$ cat src/rtl/drws_pkg.sv
// ---------------------------------------------------------------------------
// drws_pkg
// Shared constants and types for the read/write mode switch.
// ---------------------------------------------------------------------------
`default_nettype none
package drws_pkg;

  localparam int CHANNELS_DEF   = 2;
  localparam int COUNT_BITS_DEF = 7;

  localparam int THR_W      = 7;
  localparam int DELAY_W    = 16;
  localparam int CFG_DATA_W = 16;
  localparam int CFG_IDX_W  = 3;

  localparam logic [CFG_IDX_W-1:0] REG_RD_COUNT_THR = 3'd0;
  localparam logic [CFG_IDX_W-1:0] REG_WR_COUNT_THR = 3'd1;
  localparam logic [CFG_IDX_W-1:0] REG_WR_SW_DELAY  = 3'd2;
  localparam logic [CFG_IDX_W-1:0] REG_PREFER_WR    = 3'd3;
  localparam logic [CFG_IDX_W-1:0] REG_WR_BUF_THR   = 3'd4;

  localparam logic [DELAY_W-1:0] DELAY_MAX = {DELAY_W{1'b1}};

  typedef struct packed {
    logic [THR_W-1:0]   rd_count_threshold;
    logic [THR_W-1:0]   wr_count_threshold;
    logic [DELAY_W-1:0] write_switch_delay;
    logic               prefer_write;
    logic [THR_W-1:0]   wr_buffer_threshold;
  } cfg_t;

  typedef struct packed {
    logic rd_below;
    logic wr_below;
    logic rd_med;
    logic wr_med;
    logic rd_avail;
    logic wr_avail;
    logic rd_valid;
    logic wr_valid;
    logic buf_above;
  } lane_flags_t;

  typedef struct packed {
    logic exp_rd;
    logic exp_wr;
    logic flush_rd;
    logic flush_wr_opening;
    logic flush_wr_open;
    logic rd_crit;
    logic wr_crit;
  } urgency_t;

endpackage
`default_nettype wire

$ cat src/rtl/dram_read_write_mode_switch.sv
// ---------------------------------------------------------------------------
// dram_read_write_mode_switch
// Read/write turnaround policy: one decision per controller cycle snapshot.
// ---------------------------------------------------------------------------
//  channel   signals                              direction
//  cfg       cfg_valid/cfg_ready, index, data     in
//  in        in_valid/in_ready, flags and counts  in
//  out       out_valid/out_ready, mode and masks  out
//
//  One snapshot per cycle while in_ready is high; the result is registered
//  at the transfer. Mode and delay state update at the transfer. A skid
//  entry takes one transfer while the output is stalled; in_ready is low
//  while it is occupied. Synchronous reset gives read mode and the register
//  reset values; a config write applies to transfers from the cycle after
//  the write.
// ---------------------------------------------------------------------------
`default_nettype none
module dram_read_write_mode_switch #(
  parameter int CHANNELS   = drws_pkg::CHANNELS_DEF,
  parameter int COUNT_BITS = drws_pkg::COUNT_BITS_DEF
) (
  input  wire logic                              clk,
  input  wire logic                              rst,
  input  wire logic                              cfg_valid,
  output logic                                   cfg_ready,
  input  wire logic [drws_pkg::CFG_IDX_W-1:0]    cfg_index,
  input  wire logic [drws_pkg::CFG_DATA_W-1:0]   cfg_data,
  input  wire logic                              in_valid,
  output logic                                   in_ready,
  input  wire logic [CHANNELS-1:0]               expired_rd_hit_opening,
  input  wire logic [CHANNELS-1:0]               expired_wr_hit_opening,
  input  wire logic [CHANNELS-1:0]               urgent_rd_hit_opening,
  input  wire logic [CHANNELS-1:0]               urgent_wr_hit_opening,
  input  wire logic [CHANNELS-1:0]               urgent_wr_hit_open,
  input  wire logic [CHANNELS-1:0]               rd_critical_hit_opening,
  input  wire logic [CHANNELS-1:0]               wr_critical_hit_open,
  input  wire logic [CHANNELS*COUNT_BITS-1:0]    rd_ready_counts,
  input  wire logic [CHANNELS*COUNT_BITS-1:0]    wr_ready_counts,
  input  wire logic [CHANNELS*COUNT_BITS-1:0]    rd_pending_counts,
  input  wire logic [CHANNELS*COUNT_BITS-1:0]    wr_pending_counts,
  input  wire logic [CHANNELS*COUNT_BITS-1:0]    wr_buffer_counts,
  output logic                                   out_valid,
  input  wire logic                              out_ready,
  output logic                                   write_mode,
  output logic [CHANNELS-1:0]                    prepare_wr_mask,
  output logic [CHANNELS-1:0]                    prepare_rd_mask
);

  localparam int RES_W = 1 + 2 * CHANNELS;

  drws_pkg::cfg_t        cfg;
  drws_pkg::urgency_t    urg;
  drws_pkg::lane_flags_t flags [CHANNELS];

  logic                accept;
  logic                dec_mode;
  logic [CHANNELS-1:0] dec_prep_wr, dec_prep_rd;
  logic [RES_W-1:0]    dec_res, out_res, skid_res;
  logic                skid_valid;

  assign cfg_ready = 1'b1;

  always_ff @(posedge clk) begin
    if (rst) begin
      cfg.rd_count_threshold  <= drws_pkg::THR_W'(8);
      cfg.wr_count_threshold  <= drws_pkg::THR_W'(8);
      cfg.write_switch_delay  <= '0;
      cfg.prefer_write        <= 1'b0;
      cfg.wr_buffer_threshold <= drws_pkg::THR_W'(8);
    end else if (cfg_valid) begin
      unique case (cfg_index)
        drws_pkg::REG_RD_COUNT_THR: cfg.rd_count_threshold  <= cfg_data[drws_pkg::THR_W-1:0];
        drws_pkg::REG_WR_COUNT_THR: cfg.wr_count_threshold  <= cfg_data[drws_pkg::THR_W-1:0];
        drws_pkg::REG_WR_SW_DELAY:  cfg.write_switch_delay  <= cfg_data;
        drws_pkg::REG_PREFER_WR:    cfg.prefer_write        <= cfg_data[0];
        drws_pkg::REG_WR_BUF_THR:   cfg.wr_buffer_threshold <= cfg_data[drws_pkg::THR_W-1:0];
        default: ;
      endcase
    end
  end

  assign urg.exp_rd           = |expired_rd_hit_opening;
  assign urg.exp_wr           = |expired_wr_hit_opening;
  assign urg.flush_rd         = |urgent_rd_hit_opening;
  assign urg.flush_wr_opening = |urgent_wr_hit_opening;
  assign urg.flush_wr_open    = |urgent_wr_hit_open;
  assign urg.rd_crit          = |rd_critical_hit_opening;
  assign urg.wr_crit          = |wr_critical_hit_open;

  for (genvar c = 0; c < CHANNELS; c++) begin : g_lane
    drws_lane #(
      .COUNT_BITS (COUNT_BITS)
    ) u_lane (
      .rd_ready   (rd_ready_counts[c*COUNT_BITS +: COUNT_BITS]),
      .wr_ready   (wr_ready_counts[c*COUNT_BITS +: COUNT_BITS]),
      .rd_pending (rd_pending_counts[c*COUNT_BITS +: COUNT_BITS]),
      .wr_pending (wr_pending_counts[c*COUNT_BITS +: COUNT_BITS]),
      .wr_buffer  (wr_buffer_counts[c*COUNT_BITS +: COUNT_BITS]),
      .cfg        (cfg),
      .flags      (flags[c])
    );
  end

  assign in_ready = !skid_valid;
  assign accept   = in_valid && in_ready;

  drws_decide #(
    .CHANNELS (CHANNELS)
  ) u_decide (
    .clk        (clk),
    .rst        (rst),
    .accept     (accept),
    .cfg        (cfg),
    .urg        (urg),
    .flags      (flags),
    .write_mode (dec_mode),
    .prep_wr    (dec_prep_wr),
    .prep_rd    (dec_prep_rd)
  );

  assign dec_res = {dec_mode, dec_prep_wr, dec_prep_rd};

  // output register with skid entry
  always_ff @(posedge clk) begin
    if (rst) begin
      out_valid  <= 1'b0;
      skid_valid <= 1'b0;
    end else if (!out_valid || out_ready) begin
      out_valid  <= skid_valid || accept;
      skid_valid <= 1'b0;
    end else if (accept) begin
      skid_valid <= 1'b1;
    end
  end

  always_ff @(posedge clk) begin
    if (!out_valid || out_ready) begin
      out_res <= skid_valid ? skid_res : dec_res;
    end else if (accept) begin
      skid_res <= dec_res;
    end
  end

  assign write_mode      = out_res[RES_W-1];
  assign prepare_wr_mask = out_res[2*CHANNELS-1:CHANNELS];
  assign prepare_rd_mask = out_res[CHANNELS-1:0];

endmodule
`default_nettype wire

$ cat src/rtl/drws_lane.sv
// ---------------------------------------------------------------------------
// drws_lane
// Per-channel count checks against the configured thresholds.
// ---------------------------------------------------------------------------
`default_nettype none
module drws_lane #(
  parameter int COUNT_BITS = drws_pkg::COUNT_BITS_DEF
) (
  input  wire logic [COUNT_BITS-1:0]      rd_ready,
  input  wire logic [COUNT_BITS-1:0]      wr_ready,
  input  wire logic [COUNT_BITS-1:0]      rd_pending,
  input  wire logic [COUNT_BITS-1:0]      wr_pending,
  input  wire logic [COUNT_BITS-1:0]      wr_buffer,
  input  wire drws_pkg::cfg_t             cfg,
  output drws_pkg::lane_flags_t           flags
);

  localparam int CMP_W = (COUNT_BITS > drws_pkg::THR_W) ? COUNT_BITS : drws_pkg::THR_W;

  logic [CMP_W-1:0] ra, wa, wb, rthr, wthr, bthr;

  assign ra   = CMP_W'(rd_ready);
  assign wa   = CMP_W'(wr_ready);
  assign wb   = CMP_W'(wr_buffer);
  assign rthr = CMP_W'(cfg.rd_count_threshold);
  assign wthr = CMP_W'(cfg.wr_count_threshold);
  assign bthr = CMP_W'(cfg.wr_buffer_threshold);

  always_comb begin
    flags.rd_below  = ra < rthr;
    flags.wr_below  = wa < wthr;
    flags.rd_avail  = rd_ready != '0;
    flags.wr_avail  = wr_ready != '0;
    flags.rd_med    = flags.rd_avail && flags.rd_below;
    flags.wr_med    = flags.wr_avail && flags.wr_below;
    flags.rd_valid  = rd_pending != '0;
    flags.wr_valid  = wr_pending != '0;
    flags.buf_above = wb > bthr;
  end

endmodule
`default_nettype wire

$ cat src/rtl/drws_decide.sv
// ---------------------------------------------------------------------------
// drws_decide
// Merges lane results, walks the priority rules and holds mode and delay.
// ---------------------------------------------------------------------------
`default_nettype none
module drws_decide #(
  parameter int CHANNELS = drws_pkg::CHANNELS_DEF
) (
  input  wire logic                  clk,
  input  wire logic                  rst,
  input  wire logic                  accept,
  input  wire drws_pkg::cfg_t        cfg,
  input  wire drws_pkg::urgency_t    urg,
  input  wire drws_pkg::lane_flags_t flags [CHANNELS],
  output logic                       write_mode,
  output logic [CHANNELS-1:0]        prep_wr,
  output logic [CHANNELS-1:0]        prep_rd
);

  logic                         mode;
  logic                         delay_running, delay_running_next;
  logic [drws_pkg::DELAY_W-1:0] delay_elapsed, delay_elapsed_next;
  logic [drws_pkg::DELAY_W-1:0] elapsed_eff;

  logic [CHANNELS-1:0] rd_below, wr_below, rd_med_v, wr_med_v;
  logic [CHANNELS-1:0] rd_avail_v, wr_avail_v, rd_valid_v, wr_valid_v, buf_v;
  logic rd_high, wr_high, rd_med, wr_med, rd_avail_any, wr_avail_any;
  logic rd_valid_none, rd_valid_all, wr_valid_none, wr_valid_all;
  logic buf_above, rd_valid_one;

  always_comb begin
    for (int c = 0; c < CHANNELS; c++) begin
      rd_below[c]   = flags[c].rd_below;
      wr_below[c]   = flags[c].wr_below;
      rd_med_v[c]   = flags[c].rd_med;
      wr_med_v[c]   = flags[c].wr_med;
      rd_avail_v[c] = flags[c].rd_avail;
      wr_avail_v[c] = flags[c].wr_avail;
      rd_valid_v[c] = flags[c].rd_valid;
      wr_valid_v[c] = flags[c].wr_valid;
      buf_v[c]      = flags[c].buf_above;
    end
  end

  assign rd_high       = rd_below == '0;
  assign wr_high       = wr_below == '0;
  assign rd_med        = &rd_med_v;
  assign wr_med        = &wr_med_v;
  assign rd_avail_any  = |rd_avail_v;
  assign wr_avail_any  = |wr_avail_v;
  assign rd_valid_none = rd_valid_v == '0;
  assign rd_valid_all  = &rd_valid_v;
  assign wr_valid_none = wr_valid_v == '0;
  assign wr_valid_all  = &wr_valid_v;
  assign buf_above     = &buf_v;
  assign rd_valid_one  = !rd_valid_none &&
                         ((rd_valid_v & (rd_valid_v - CHANNELS'(1))) == '0);

  assign elapsed_eff = delay_running ? delay_elapsed : '0;

  always_comb begin
    write_mode         = 1'b0;
    prep_wr            = '0;
    prep_rd            = '0;
    delay_running_next = delay_running;
    delay_elapsed_next = delay_elapsed;
    if (!mode) begin
      delay_running_next = 1'b0;
      delay_elapsed_next = '0;
      priority if (urg.exp_rd) begin
        write_mode = 1'b0;
      end else if (urg.exp_wr) begin
        write_mode = 1'b1;
      end else if (urg.flush_rd) begin
        write_mode = 1'b0;
      end else if (urg.flush_wr_opening) begin
        write_mode = 1'b1;
      end else if (urg.rd_crit) begin
        write_mode = 1'b0;
      end else if (urg.wr_crit) begin
        write_mode = 1'b1;
      end else if (rd_high) begin
        write_mode = 1'b0;
      end else if (wr_high) begin
        write_mode = 1'b1;
      end else if (rd_med) begin
        write_mode = 1'b0;
        prep_wr    = wr_below;
      end else if (wr_med) begin
        prep_wr = '1;
        if (elapsed_eff >= cfg.write_switch_delay) begin
          write_mode = 1'b1;
        end else begin
          write_mode         = 1'b0;
          delay_running_next = 1'b1;
          delay_elapsed_next = (elapsed_eff == drws_pkg::DELAY_MAX) ?
                               elapsed_eff : elapsed_eff + drws_pkg::DELAY_W'(1);
        end
      end else if (rd_avail_any) begin
        write_mode = 1'b0;
      end else if (wr_avail_any) begin
        write_mode = buf_above;
        prep_wr    = buf_above ? '1 : '0;
      end else if (rd_valid_none) begin
        write_mode = !wr_valid_none || cfg.prefer_write;
      end else if (rd_valid_one) begin
        if (wr_valid_all) begin
          prep_wr    = '1;
          write_mode = buf_above;
        end
      end else begin
        write_mode = 1'b0;
      end
    end else begin
      priority if (urg.exp_rd) begin
        write_mode = 1'b0;
      end else if (urg.exp_wr) begin
        write_mode = 1'b1;
      end else if (urg.flush_rd) begin
        write_mode = 1'b0;
      end else if (urg.flush_wr_open) begin
        write_mode = 1'b1;
      end else if (urg.rd_crit) begin
        write_mode = 1'b0;
      end else if (urg.wr_crit) begin
        write_mode = 1'b1;
      end else if (wr_high) begin
        write_mode = 1'b1;
      end else if (rd_high) begin
        write_mode = 1'b0;
      end else if (wr_med) begin
        write_mode = 1'b1;
        prep_rd    = rd_below;
      end else if (rd_med) begin
        write_mode = 1'b0;
        prep_rd    = '1;
      end else if (wr_avail_any) begin
        write_mode = 1'b1;
      end else if (rd_avail_any) begin
        write_mode = 1'b0;
      end else if (wr_valid_none) begin
        write_mode = rd_valid_none && cfg.prefer_write;
      end else if (wr_valid_all) begin
        write_mode = 1'b1;
      end else if (rd_valid_all) begin
        write_mode = 1'b0;
        prep_rd    = '1;
      end else begin
        write_mode = 1'b1;
      end
    end
  end

  always_ff @(posedge clk) begin
    if (rst) begin
      mode          <= 1'b0;
      delay_running <= 1'b0;
      delay_elapsed <= '0;
    end else if (accept) begin
      mode          <= write_mode;
      delay_running <= delay_running_next;
      delay_elapsed <= delay_elapsed_next;
    end
  end

endmodule
`default_nettype wire
$ cat config.mk
export PLATFORM = sky130hd
export DESIGN_NAME = dram_read_write_mode_switch
export DESIGN_NICKNAME = d
export VERILOG_FILES = /design/src/rtl/drws_pkg.sv /design/src/rtl/dram_read_write_mode_switch.sv /design/src/rtl/drws_lane.sv /design/src/rtl/drws_decide.sv
export SDC_FILE = /design/constraint.sdc
export NUM_CORES = 1
export LEC_CHECK = 0
export BUFFER_PORTS_ARGS = -buffer_cell sky130_fd_sc_hd__buf_2
export CORE_ASPECT_RATIO = 1.25
export CORE_UTILIZATION = 54
export DETAILED_ROUTE_END_ITERATION = 12
export PLACE_DENSITY = 0.91
export RECOVER_POWER = 50
export REMOVE_ABC_BUFFERS = 1
export SYNTH_ARGS = -nofsm -noshare
export SYNTH_HDL_FRONTEND = slang
export SYNTH_SLANG_ARGS = --single-unit
$ cat constraint.sdc
create_clock -name clk -period 3.55 [get_ports clk]
set_input_delay 0.71 -clock clk [delete_from_list [all_inputs] [get_ports clk]]
set_output_delay 0.71 -clock clk [all_outputs]
set_load 0.02 [all_outputs]
Word level (Yosys, flattened, before mapping)
Cells that the tools add are included.
{"block": "totals", "input_bits": 108, "out_inout_bits": 8, "register_bits": 68}
{"block": "classes", "reduce_logical": 50, "n_eq_ne": 5, "n_lt_le_gt_ge": 7, "bitwise": 3, "addsub": 2, "muxes": 90}
{"operator": "2-to-1 mux 16 bit", "count": 13}
{"operator": "2-to-1 mux 2 bit", "count": 33}
{"operator": "nonzero test 7 bit", "count": 8}
{"operator": "2-to-1 mux 1 bit", "count": 43}
{"operator": "less-than comparator 7 bit", "count": 4}
{"operator": "AND reduction 2 bit", "count": 12}
{"operator": "OR reduction 2 bit", "count": 10}
{"operator": "adder 16 x 1 -> 16 bit, second input constant", "count": 1}
{"operator": "== test 16 bit, second input constant", "count": 1}
{"operator": "greater-or-equal comparator 16 bit", "count": 1}
{"operator": "greater-than comparator 7 bit", "count": 2}
{"operator": "zero test 2 bit", "count": 5}
{"operator": "logical AND 1 bit", "count": 7}
{"operator": "== test 3 x 2 -> 1 bit, second input constant", "count": 2}
{"operator": "2-to-1 mux 5 bit", "count": 1}
{"operator": "zero test 1 bit", "count": 4}
{"operator": "== test 3 x 1 -> 1 bit, second input constant", "count": 1}
{"operator": "== test 3 bit, second input constant", "count": 1}
{"operator": "zero test 3 bit", "count": 1}
{"operator": "logical OR 1 bit", "count": 3}
{"operator": "bitwise AND 2 bit", "count": 1}
{"operator": "inverter 1 bit", "count": 2}
{"operator": "subtractor 2 x 1 -> 2 bit, second input constant", "count": 1}

Depth between registers and ports, before layout
{"block": "logic_depth", "ltp_word": 21, "ltp_mapped": 13, "mapped_depth_nobuf": 11}

Modules after synthesis
A second synthesis with hierarchy kept.
{"block": "unflattened", "hier_cells": 597, "area_unflattened_um2": 5071.1}
{"module": "dram_read_write_mode_switch", "area_per_inst_um2": 2100.8, "instances": 1, "seq_area_each_um2": 1101.1, "cells_per_inst": 183}
{"module": "drws_decide", "area_per_inst_um2": 1894.3, "instances": 1, "seq_area_each_um2": 360.3, "cells_per_inst": 256}
{"module": "drws_lane", "area_per_inst_um2": 538.0, "instances": 2, "seq_area_each_um2": 0.0, "cells_per_inst": 79}

Least setup slack after synthesis
No wires, ideal clock.
{"block": "synth_timing", "path_type": "input to register", "startpoint": "input wr_ready_counts[4]", "endpoint": "register u_decide.delay_elapsed[10] (netlist name)", "t_required_ps": 3484, "arrival_ps": 3022, "setup_time_ps": 66, "setup_slack_ps": 462, "cell_stages": 10, "n_path_buf": 1, "path_cell_list": "ha_1 a21o_1 a211o_1 a41oi_2 o211ai_2 or4_4 and4bb_4 buf_8 nand2_2 a21oi_2"}
{"block": "synth_between", "elab_chain_cells": 13, "elab_cells_between_ends": 15, "cone_classes": "order compare: 1; mux: 10; reduce/logical: 4"}
{"item": "start, declared", "line_no": "dram_read_write_mode_switch.sv:38", "text": "input wire logic [CHANNELS*COUNT_BITS-1:0] wr_ready_counts,"}
{"item": "less-than comparator 7 bit or nonzero test 7 bit (tied branches)", "line_no": "drws_lane.sv:31, drws_lane.sv:33"}
{"item": "logical AND 1 bit", "line_no": "drws_lane.sv:35", "text": "flags.wr_med = flags.wr_avail && flags.wr_below;"}
{"item": "AND reduction 2 bit", "line_no": "drws_decide.sv:48", "text": "assign wr_med = &wr_med_v;"}
{"item": "2-to-1 mux 16 bit", "line_no": "drws_decide.sv:89", "text": "end else if (wr_med) begin"}
{"item": "2-to-1 mux 16 bit", "line_no": "drws_decide.sv:86", "text": "end else if (rd_med) begin"}
{"item": "2-to-1 mux 16 bit (*)", "line_no": "drws_decide.sv:84", "text": "end else if (wr_high) begin"}
{"item": "2-to-1 mux 16 bit (*)", "line_no": "drws_decide.sv:82", "text": "end else if (rd_high) begin"}
{"item": "2-to-1 mux 16 bit (*)", "line_no": "drws_decide.sv:80", "text": "end else if (urg.wr_crit) begin"}
{"item": "2-to-1 mux 16 bit (*)", "line_no": "drws_decide.sv:78", "text": "end else if (urg.rd_crit) begin"}
{"item": "2-to-1 mux 16 bit (*)", "line_no": "drws_decide.sv:76", "text": "end else if (urg.flush_wr_opening) begin"}
{"item": "2-to-1 mux 16 bit (*)", "line_no": "drws_decide.sv:74", "text": "end else if (urg.flush_rd) begin"}
{"item": "2-to-1 mux 16 bit (*)", "line_no": "drws_decide.sv:72", "text": "end else if (urg.exp_wr) begin"}
{"item": "2-to-1 mux 16 bit (*)", "line_no": "drws_decide.sv:70", "text": "priority if (urg.exp_rd) begin"}
{"item": "end signal, assigned", "line_no": "drws_decide.sv:162", "text": "delay_elapsed <= delay_elapsed_next;"}
{"item": "end, declared", "line_no": "drws_decide.sv:22", "text": "logic [drws_pkg::DELAY_W-1:0] delay_elapsed, delay_elapsed_next;"}
Mark *: on every way between the ends. The rest lies on a longest branch, timed or not.
A chain may end at the register's enable or synchronous reset.

Worst setup path after layout
{"block": "layout_timing", "startpoint": "input wr_ready_counts[4]", "endpoint": "register u_decide.delay_elapsed[2] (netlist name)"}
The elaborated chain is that of the path after synthesis.

==> run summary <==
Routed via count: 4,726
Asr flop ratio synth: 0
F_max: 319 MHz
Outcome: complete, but fails checks
Die W: 85.2 um
Critical path arrival: 3380 ps
FF-to-FF End: u_decide.delay_elapsed[2]$_SDFFE_PP0P_
Worst R2R Start: cfg[28]$_SDFFE_PP0P_
Clock slew seen by the registers of the worst setup and hold paths: 70 ps
Die area: 9020 sq um
Avg Cell Area, Syn: 8.08 sq um
Synth Instances: 578
Worst setup EP type: register
Synth top area share: 0.249
# DRC: 0
PD cells: 308 nW/um^2
Congestion Overflow GR: 0
Largest net degree at the start of global routing: 59
DR iter-0 viols: 357
Sw Share: 0.273
# setup viols final: 0
Internal power: 1.23 mW
Global Route met1 Usage: 0.285
CTS Hold Buffers Added: 0
Hold worst-path end: cfg[18]$_SDFFE_PP0P_
Die H: 106 um
First-pass GRT wire length: 20.1 mm
FP Rows: 37
Max Slew Vio Count: 59
R2r setup slk: 460 ps
Core footprint: 8290 sq um
Max Fanout on Critical Path: 15
Hold path start: cfg[18]$_SDFFE_PP0P_
Initial Utilization: 0.563
Period utilization: 0.882
Relative slew slack: -0.652
Setup bufs post-CTS: 0
Post-Route Setup TNS: 0 ps
Post-synthesis sequential area ratio: 0.313
Number of diodes: 0
Actual slew at the worst max-slew pin: 2480 ps
Clock power share: 0.371
NumNets Final: 854
Setup ws final: 419 ps
Yosys cell types: 59
CTS Root Cell: clkbuf_8
Final Power: 1.69 mW
Wire per inst: 15.6 um
Vias in the first global route: 4,762
Area growth, synth to finish: 17.3%
Reg area: 1460 sq um
Failing checks: max-capacitance violations, max-slew violations
Synth top cells by count: nand2_1 (89), dfxtp_1 (58), ha_1 (57)
Critical path class: in -> reg
Post-CTS sizing: 0
CTS tree: built
Met2 Use GR: 0.520
Setup crit start kind: input pin
Sequential Power Share: 0.478
Gp weighted congestion: 0.931
Final hold viol count: 0
R2R depth: 10
NetSw: 0.460 mW
YS warnings: 0
CTS Sinks: 68
Detailed Route WL: 12.3 mm
WHS Path Cells: 2
Setup WS pre-CTS: 91.6 ps
HPWL after DPL: 9.63 mm
Worst Path Required: 3800 ps
Layout cell share with drive strength beyond 1: 0.205
Multi-input logic area: 2960 sq um
Clk_lat worst skew: 350 ps
Synthesized area: 4670 sq um
Routed Antenna Nets: 0
Static leakage: 2.27 nW
Top Usage Layer GRT: met2
Vias per inst: 5.97
Port Buf Inserts: 114
RSZ-0062 raised after global routing: no
Clock skew: 5.16 ps
VDD IR max: 0.000191 V
Fill cell count: 673
Worst min path class: reg -> reg
Global routing usage on met3: 0.0536
Initial antenna violation count: 0
Synth Register Bits: 68
Top FF cell, synth: dfxtp_1
GRT Overall Usage: 0.280
IO Pins: 116
Post-synth EDFFs: 10
Logic pwr share: 0.152
Worst Setup SP: wr_ready_counts[4]
Most common cell in the netlist: nand2_1
Crit path time final: 3130 ps
H-tree depth: 3
Number of max-cap violations: 1
Post-synthesis cell type with the largest combined area: dfxtp_1
Hold Slack: 460 ps
Maximum clock path buffer count: 2
Clock buffer count from CTS: 9
TritonRoute pass-1 iters: 5
Top cells by area, synth: dfxtp_1 (25%), ha_1 (15%), nand2_1 (7.2%)
-- cell families after synthesis --
| group | Yosys count | share of synthesized area |
|---|---|---|
| and+or+nand+nor | 254 | 0.270 |
| AOI/OAI and AO/OA | 114 | 0.159 |
| DFF | 68 | 0.313 |
| buffers and inverters | 59 | 0.0531 |
| adders and majority gates | 57 | 0.153 |
| muxes | 15 | 0.0327 |
| xor gates and xnor gates | 10 | 0.0188 |
| other | 1 | 0.000803 |
-- final cells by class --
cell class,count,area share
clock buffer,9,0.0226
clock inverter,7,0.0123
sequential,68,0.267
multi-input combinational,451,0.541
timing repair buffer,117,0.107
inverter,42,0.0288
tap,97,0.0222
-- worst max-delay path by stage --
stage,to
5_1_grt,u_decide.delay_elapsed[12]$_SDFFE_PP0P_
6_report,u_decide.delay_elapsed[2]$_SDFFE_PP0P_
2_1_floorplan,u_decide.delay_elapsed[11]$_SDFFE_PP0P_
3_5_place_dp,u_decide.delay_elapsed[11]$_SDFFE_PP0P_
4_1_cts,u_decide.delay_elapsed[11]$_SDFFE_PP0P_
3_3_place_gp,u_decide.delay_elapsed[2]$_SDFFE_PP0P_
-- through the flow --
step / area, sq um / util / cells
floorplan: 4580 / - / 561
global placement: 5290 / 0.639 / 775
detailed placement: 5290 / 0.639 / 775
CTS: 5480 / 0.662 / 791
global route: 5470 / 0.661 / 791
finish: 5470 / 0.661 / 791
-- registers in the layout (all words and copies together), names as in the netlist --
| signal | cells |
|---|---|
| out_res | 5 |
| u_decide.mode | 1 |
| out_valid | 1 |
| u_decide.delay_elapsed | 16 |
| u_decide.delay_running | 1 |
| skid_valid | 1 |
| skid_res | 5 |
| cfg | 38 |
-- power by group through the flow --
stage | sequential (mW) | clock [mW] | combinational (mW)
6_report | 0.806 | 0.625 | 0.256
5_1_grt | 0.807 | 0.669 | 0.283
4_1_cts | 0.805 | 0.632 | 0.254
3_5_place_dp | 0.823 | 0 | 0.252
3_3_place_gp | 0.822 | 0 | 0.238
2_1_floorplan | 0.827 | 0 | 0.124
-- per-layer routing --
layer | part of all wire | vias to the layer above
met5 | 0 | -
met4 | 0.048 | 0
met3 | 0.065 | 57
met2 | 0.52 | 218
met1 | 0.37 | 2164
li1 | - | 2287
-- critical path: stages --
cell      delay, ps
buf_2           110
ha_1            310
a21o_1          160
a211o_1         300
a41oi_2         210
o211ai_2        210
or4_4           590
and4bb_4        490
o211ai_1        130
a21oi_1         150
-- cells in the final DEF (no fill, tap or decap), types with 6 or more instances in the layout --
cell        n
ha_1       57
inv_1      42
a31oi_1     6
a21oi_1    47
nand3_1    21
clkbuf_8    9
xnor2_1     6
and2_1     16
nand2_1    89
buf_2     106
nor3_1     20
o21ai_0    15
nor4_1     14
dfxtp_1    58
nand4_1    13
clkbuf_1    8
and3_1      6
mux2i_1    13
a21o_1      6
nor2_1     41
a22oi_1     7
edfxtp_1   10
nor2b_1    10
Power figures use the tool's default switching activity.
